## config.mk

```make
export PLATFORM = sky130hd
export DESIGN_NAME = lru_key_value_cache_unit
export DESIGN_NICKNAME = d
export VERILOG_FILES = /design/src/rtl/core/lkv_pkg.sv /design/src/rtl/core/lkv_table.sv /design/src/rtl/core/lru_key_value_cache_unit.sv
export SDC_FILE = /design/constraint.sdc
export NUM_CORES = 2
export LEC_CHECK = 0
export BUFFER_PORTS_ARGS = -buffer_cell sky130_fd_sc_hd__buf_2
export CAP_MARGIN = 10
export CORE_ASPECT_RATIO = 0.7
export CORE_MARGIN = 2
export CORE_UTILIZATION = 60
export DETAILED_ROUTE_END_ITERATION = 6
export PLACE_DENSITY = 0.84
export SLEW_MARGIN = 5
export SYNTH_ARGS = -nofsm -noshare
export SYNTH_HDL_FRONTEND = slang
export SYNTH_SLANG_ARGS = --single-unit
```

## constraint.sdc

```tcl
create_clock -name clk -period 9.74 [get_ports clk]
set_clock_uncertainty 0.05 [all_clocks]
set_input_delay 2.922 -clock clk [delete_from_list [all_inputs] [get_ports clk]]
set_output_delay 2.922 -clock clk [all_outputs]
set_load 0.05 [all_outputs]
```

## src/rtl/core/lkv_pkg.sv

```systemverilog
package lkv_pkg;

	localparam int KEY_W = 32;
	localparam int VAL_W = 32;
	localparam int CAP_W = 5;
	localparam logic [CAP_W-1:0] CAP_RESET = 5'd16;

	localparam logic OP_GET = 1'b0;
	localparam logic OP_PUT = 1'b1;

	localparam logic signed [VAL_W-1:0] DATA_NONE = -32'sd1;

	typedef struct packed {
		logic                    op;
		logic signed [KEY_W-1:0] key;
		logic signed [VAL_W-1:0] value;
	} req_t;

	typedef struct packed {
		logic                    hit;
		logic signed [VAL_W-1:0] data;
		logic                    evicted;
	} rsp_t;

endpackage

```

## src/rtl/core/lkv_table.sv

```systemverilog
module lkv_table import lkv_pkg::*; #(
	parameter int ENTRIES = 16
) (
	input  logic             clk,
	input  logic             arst_n,
	input  logic             go,
	input  req_t             req,
	input  logic [CAP_W-1:0] capacity,
	output rsp_t             rsp
);

	localparam int IDX_W = $clog2(ENTRIES);
	localparam int AGE_W = $clog2(ENTRIES);
	localparam int CNT_W = $clog2(ENTRIES + 1);
	localparam int CMP_W = ((CNT_W > CAP_W) ? CNT_W : CAP_W) + 1;

	logic [KEY_W-1:0] key_q   [ENTRIES];
	logic [VAL_W-1:0] value_q [ENTRIES];
	logic [ENTRIES-1:0] valid_q;
	logic [AGE_W-1:0] age_q   [ENTRIES];
	logic [CNT_W-1:0] live_q;

	logic             match_hit;
	logic [IDX_W-1:0] match_idx;
	logic [IDX_W-1:0] free_idx;
	logic [IDX_W-1:0] victim_idx;
	logic [CNT_W-1:0] live_m1;
	logic [CMP_W-1:0] eff_cap;
	logic             full;
	logic             promote_en;
	logic             insert_en;
	logic [IDX_W-1:0] promote_idx;
	logic [AGE_W-1:0] promote_age;
	logic [IDX_W-1:0] write_idx;

	always_comb begin
		match_hit = 1'b0;
		match_idx = '0;
		free_idx = '0;
		victim_idx = '0;
		live_m1 = live_q - CNT_W'(1);
		// scan downward so the lowest numbered entry wins
		for (int i = ENTRIES - 1; i >= 0; i--) begin
			if (valid_q[i] && key_q[i] == req.key) begin
				match_hit = 1'b1;
				match_idx = IDX_W'(i);
			end
			if (!valid_q[i]) begin
				free_idx = IDX_W'(i);
			end
			// live ranks are distinct, so the oldest holds rank live-1
			if (valid_q[i] && age_q[i] == live_m1[AGE_W-1:0]) begin
				victim_idx = IDX_W'(i);
			end
		end
	end

	always_comb begin
		if (capacity == '0) begin
			eff_cap = CMP_W'(1);
		end else if (CMP_W'(capacity) > CMP_W'(ENTRIES)) begin
			eff_cap = CMP_W'(ENTRIES);
		end else begin
			eff_cap = CMP_W'(capacity);
		end
		full = CMP_W'(live_q) >= eff_cap;
	end

	assign promote_en  = go && (match_hit || (req.op == OP_PUT && full));
	assign insert_en   = go && req.op == OP_PUT && !match_hit && !full;
	assign promote_idx = match_hit ? match_idx : victim_idx;
	assign promote_age = age_q[promote_idx];
	assign write_idx   = match_hit ? match_idx : (full ? victim_idx : free_idx);

	always_comb begin
		rsp.hit = match_hit;
		rsp.data = (req.op == OP_GET && match_hit) ? $signed(value_q[match_idx]) : DATA_NONE;
		rsp.evicted = req.op == OP_PUT && !match_hit && full;
	end

	always_ff @(posedge clk or negedge arst_n) begin
		if (!arst_n) begin
			valid_q <= '0;
			live_q <= '0;
			for (int i = 0; i < ENTRIES; i++) begin
				age_q[i] <= '0;
			end
		end else begin
			if (promote_en) begin
				for (int i = 0; i < ENTRIES; i++) begin
					if (IDX_W'(i) == promote_idx) begin
						age_q[i] <= '0;
					end else if (valid_q[i] && age_q[i] < promote_age) begin
						age_q[i] <= age_q[i] + AGE_W'(1);
					end
				end
			end
			if (insert_en) begin
				for (int i = 0; i < ENTRIES; i++) begin
					if (IDX_W'(i) == free_idx) begin
						valid_q[i] <= 1'b1;
						age_q[i] <= '0;
					end else if (valid_q[i]) begin
						age_q[i] <= age_q[i] + AGE_W'(1);
					end
				end
				live_q <= live_q + CNT_W'(1);
			end
		end
	end

	always_ff @(posedge clk) begin
		if (go && req.op == OP_PUT) begin
			value_q[write_idx] <= req.value;
			if (!match_hit) begin
				key_q[write_idx] <= req.key;
			end
		end
	end

endmodule

```

## src/rtl/core/lru_key_value_cache_unit.sv

```systemverilog
// Fully associative key-value cache with least recently used replacement.
// Request channel (req_valid / req_stall / req): one beat is a get or a put
// of a 32-bit key and value. Response channel (rsp_valid / rsp_stall / rsp):
// one beat per request, in order, carrying hit, data and evicted.
// capacity_we / capacity_wdata write the capacity register; write it only
// while no request is in flight.
// A request beat is registered, then looked up and applied to the entry
// table once the response register can take it, and its response is
// registered.
// Throughput: one request per cycle while rsp_stall is low, set by the single pass of parallel key
// compares and rank updates over the ENTRIES register entries.
// Reset empties the table (all entries invalid, ranks zero, no live entries)
// and sets capacity to 16. No clearing sweep is needed.
// While rsp_stall is high a waiting response holds; the request register
// then keeps its beat and req_stall rises, so at most one request waits.
module lru_key_value_cache_unit import lkv_pkg::*; #(
	parameter int ENTRIES = 16
) (
	input  logic             clk,
	input  logic             arst_n,
	input  logic             req_valid,
	output logic             req_stall,
	input  req_t             req,
	output logic             rsp_valid,
	input  logic             rsp_stall,
	output rsp_t             rsp,
	input  logic             capacity_we,
	input  logic [CAP_W-1:0] capacity_wdata
);

	logic             valid_s1;
	req_t             req_s1;
	logic             advance;
	logic [CAP_W-1:0] capacity_q;
	rsp_t             table_rsp;
	logic             rsp_valid_q;
	rsp_t             rsp_q;

	assign advance   = valid_s1 && (!rsp_valid_q || !rsp_stall);
	assign req_stall = valid_s1 && !advance;
	assign rsp_valid = rsp_valid_q;
	assign rsp       = rsp_q;

	lkv_table #(
		.ENTRIES(ENTRIES)
	) u_table (
		.clk     (clk),
		.arst_n  (arst_n),
		.go      (advance),
		.req     (req_s1),
		.capacity(capacity_q),
		.rsp     (table_rsp)
	);

	always_ff @(posedge clk or negedge arst_n) begin
		if (!arst_n) begin
			valid_s1 <= 1'b0;
			rsp_valid_q <= 1'b0;
			capacity_q <= CAP_RESET;
		end else begin
			if (req_valid && !req_stall) begin
				valid_s1 <= 1'b1;
			end else if (advance) begin
				valid_s1 <= 1'b0;
			end
			if (advance) begin
				rsp_valid_q <= 1'b1;
			end else if (!rsp_stall) begin
				rsp_valid_q <= 1'b0;
			end
			if (capacity_we) begin
				capacity_q <= capacity_wdata;
			end
		end
	end

	always_ff @(posedge clk) begin
		if (req_valid && !req_stall) begin
			req_s1 <= req;
		end
		if (advance) begin
			rsp_q <= table_rsp;
		end
	end

endmodule

```

==> key figures <==
Run status
  – Status: finished with violations
  – Failing checks: design-rule violations

Setup path
  – Worst-path cell chain: inv_1 > ha_1 > xnor2_1 > nor4_2 > nand2_1 > a41oi_1 > a211oi_1 > o32ai_1 > nand2_1 > nand2_1 > nand2_1 > o21ai_0 > a21oi_1 > o221ai_2 > buf_4 > ha_1 > a21o_1 > a2111oi_0 > a21oi_1 > a31o_2
  – WP depth: 20
  – Buffers plus inverters on the worst setup path: 2
  – CP Data Arrival Time: 8.90 ns
  – CP peak stage delay: 1.12 ns
  – Worst R2R End: u_table.age_q[43]
  – R2R Path Start: u_table.live_q[0]
  – CP Max Fanout: 20
  – Crit path launch: u_table.live_q[0]
  – Setup CP Type: reg2reg
  – Critical Path Sink: u_table.age_q[43]
  – CP startpoint kind: flop
  – Crit path capture type: flop
  – Critical path's slowest cell: o32ai_1
  – Crit path max-delay family: compound AO/OA/AOI/OAI gates
  – Worst path most repeated cell: nand2_1
  – Required @ worst endpoint: 10.28 ns
  – Minimum setup slack among reg-to-reg paths: 1.38 ns
  – Worst reg2reg path depth: 20

Routing
  – Vias: 37540
  – Detail Route Antenna Nets: 0
  – Vias/cell: 6.572
  – Routed wire length: 150200 um
  – Wire per inst: 26.30 um
  – Post-route DRC: 1
  – 1st-iter DRT viols: 5686
  – DRT Pass-1 Iters: 7

Synth
  – Compound-Gate Fraction of Synth Area: 6.694%
  – Flops & latches, synth: 1215
  – Commonest cells in the netlist: edfxtp_1 (1123), nand2_1 (678), xor2_1 (476)
  – Post-synthesis mux area share: 0.3175%
  – Number of flops mapped to enable cells by yosys: 1123
  – Ys Warns: 0
  – Synth Instances: 4291
  – Largest family of logic cells by synthesized area: simple AND/OR/NAND/NOR gates
  – Area contributors post-synth: edfxtp_1 (61%), xor2_1 (7.5%), nand2_1 (4.6%)
  – Avg Synthesized Cell Area: 12.95 sq um
  – Post-synthesis sequential area ratio: 64.83%
  – Synth Area in Adders: 1.599%
  – Area leader, netlist: edfxtp_1
  – Xor and xnor area share after synthesis: 9.961%
  – Syn nets: 4437
  – Yosys cell types: 96
  – Mapped cell area: 55570 sq um
  – Share of the synthesized area in the top cell type: 60.68%
  – Async S/R FF share, synth: 7.572%
  – Count leader, synth: edfxtp_1
  – Post-synthesis simple-gate area fraction: 14.13%
  – Synth Flop Type: edfxtp_1

STA
  – Final TNS setup: 0 ns
  – Count of final setup violators: 0
  – Final period util: 85.88%
  – Slew margin rel.: 10.53%
  – Final Hold Vio Count: 0
  – RSZ-0062 raised after global routing: false
  – Worst-margin pin slew: 1.338 ns
  – Max-slew violation count: 0
  – Max Clk Rate: 119.6 MHz
  – Min Clock Period, post-route: 8.365 ns

Finish
  – Area Overhead vs Synth: 9.702%
  – Multi-input logic area: 18400 sq um
  – FILL cells: 6164
  – Cell Count, Final, Fillers Out: 5712
  – Fraction of final layout cells sized beyond drive strength 1: 10.21%
  – Design area: 60960 sq um
  – Nets@finish: 4540
  – Util after Layout: 66.32%
  – Register area: 36030 sq um

CTS
  – Clk sink count: 1215
  – CTS tree: done
  – Clock latency on the worst-skew pair: 0.73 ns
  – Clk slew on worst S/H paths: 0.07 ns
  – Max clock buf depth: 3
  – H-Tree Depth: 3
  – CTS Hold Buffers Added: 0
  – Clk root buf: clkbuf_16
  – Num CTS Buffers: 108
  – Post-CTS setup buffer count: 0
  – PostCTS Resize Cnt: 0

Pwr
  – Sw Share: 40.18%
  – Sequential Power Share: 35.8%
  – Total power: 19.26 mW
  – Pwr/cell area: 315.9 nW/um^2
  – Peak supply drop: 0.5351 mV
  – NetSw: 7.738 mW
  – Internal power: 11.52 mW
  – Cell leakage power: 21.36 nW
  – Clock power share: 21.8%
  – Logic pwr share: 42.3%

Global route
  – Largest net degree at the start of global routing: 173
  – Antenna violations before repair: 0
  – Total GRT Usage: 31.12%
  – GRT overflow: 0
  – First-pass GRT wire length: 223300 um
  – Vias in the first global route: 36670

Placed design
  – Dpl cell area: 57580 sq um
  – Final HPWL from detailed placement: 89530 um
  – Port Buf Inserts: 110
  – Gpl congestion: 1.000
  – Inst Count DP: 5519

Floorplanning
  – Top Ports: 111
  – Height of the die: 258.6 um
  – Die width: 367.8 um
  – Standard-cell row count: 93
  – Starting Density: 60.45%
  – Core area: 91930 sq um
  – Die area: 95110 sq um

Worst hold path
  – Hold Path Class: reg2reg

Run
  – Number of max-cap violations: 0
## layout by cell type, fill, tap and decap left out, drive strengths merged, types with 9 or more instances in the layout
cell / n
edfxtp: 1123
nand2: 678
xor2: 476
nand3: 273
buf: 223
nor4: 200
clkbuf: 131
o21ai: 110
nor2: 96
xnor2: 93
dfrtp: 91
and3: 75
ha: 71
a21oi: 67
nand4: 64
nor3: 50
a31oi: 50
clkinv: 49
o211ai: 48
inv: 47
a21o: 42
a211o: 35
o22ai: 29
or4: 26
nand2b: 25
nand4b: 23
xnor3: 21
and2: 17
nor2b: 16
mux2: 13
a22o: 13
o21a: 12
a31o: 11
nor4b: 11
a21boi: 10
or3: 9
o2111ai: 9
bufinv: 9
o32ai: 9
## registers in the layout, indices dropped and copies added, names as in the netlist
| signal | flops |
|---|---|
| req_s1 | 65 |
| rsp | 34 |
| capacity_q | 5 |
| u_table.live_q | 5 |
| rsp_valid | 1 |
| u_table.age_q | 64 |
| u_table.key_q | 512 |
| u_table.valid_q | 16 |
| u_table.value_q | 512 |
| valid_s1 | 1 |
## layer usage
layer  part of all wire, %  vias to the layer above  global-route usage [%]
li1                      -                    16210                       -
met1                    39                    18210                   44.93
met2                    43                     2743                   45.57
met3                    14                      378                   8.898
met4                   3.2                        0                   10.93
met5                     0                        -                       0
## through the flow
stage          setup WS (ns)  hold slack [ns]
2_1_floorplan          3.188           0.3994
3_3_place_gp           1.818           0.4192
3_5_place_dp           1.607           0.4250
4_1_cts                1.565           0.4374
5_1_grt               0.8478           0.4576
6_report               1.375           0.4324
## final cells by class
class / count / area share [%]
clock inverters: 61 / 0.9605
inverters: 45 / 0.2771
flip-flops and latches: 1215 / 59.09
clock buffers: 131 / 4.591
multi-input cells: 2801 / 30.18
repair buffers: 223 / 2.360
well taps: 1235 / 2.535
diodes: 1 / 0.004105
## kinds of logic after synthesis
group                    Yosys count
AND/OR/NAND/NOR                 1593
flip-flops                      1215
XOR/XNOR                         593
AO/OA/AOI/OAI                    528
buffers and inverters            275
adder cells (fa/ha/maj)           71
multiplexers                      16
## power groups by stage
stage	Sequential (mW)	Combinational, mW	Clock, mW
2_1_floorplan	6.73	5.59	0
3_3_place_gp	6.94	7.54	0
3_5_place_dp	6.97	7.79	0
4_1_cts	6.86	7.86	4.21
5_1_grt	6.93	8.77	4.41
6_report	6.90	8.15	4.20
## how the worst min path moves through the flow
stage | start | endpoint | slack (ns) | cells after the start
finish | u_table.live_q[4] | u_table.live_q[4] | 0.43 | 1
global route | u_table.live_q[4] | u_table.live_q[4] | 0.46 | 1
CTS | u_table.live_q[4] | u_table.live_q[4] | 0.44 | 1
detailed placement | u_table.live_q[4] | u_table.live_q[4] | 0.43 | 1
global placement | u_table.live_q[4] | u_table.live_q[4] | 0.42 | 1
floorplan | u_table.live_q[4] | u_table.live_q[4] | 0.40 | 1
No activity file was read; power rests on OpenSTA's default activity.
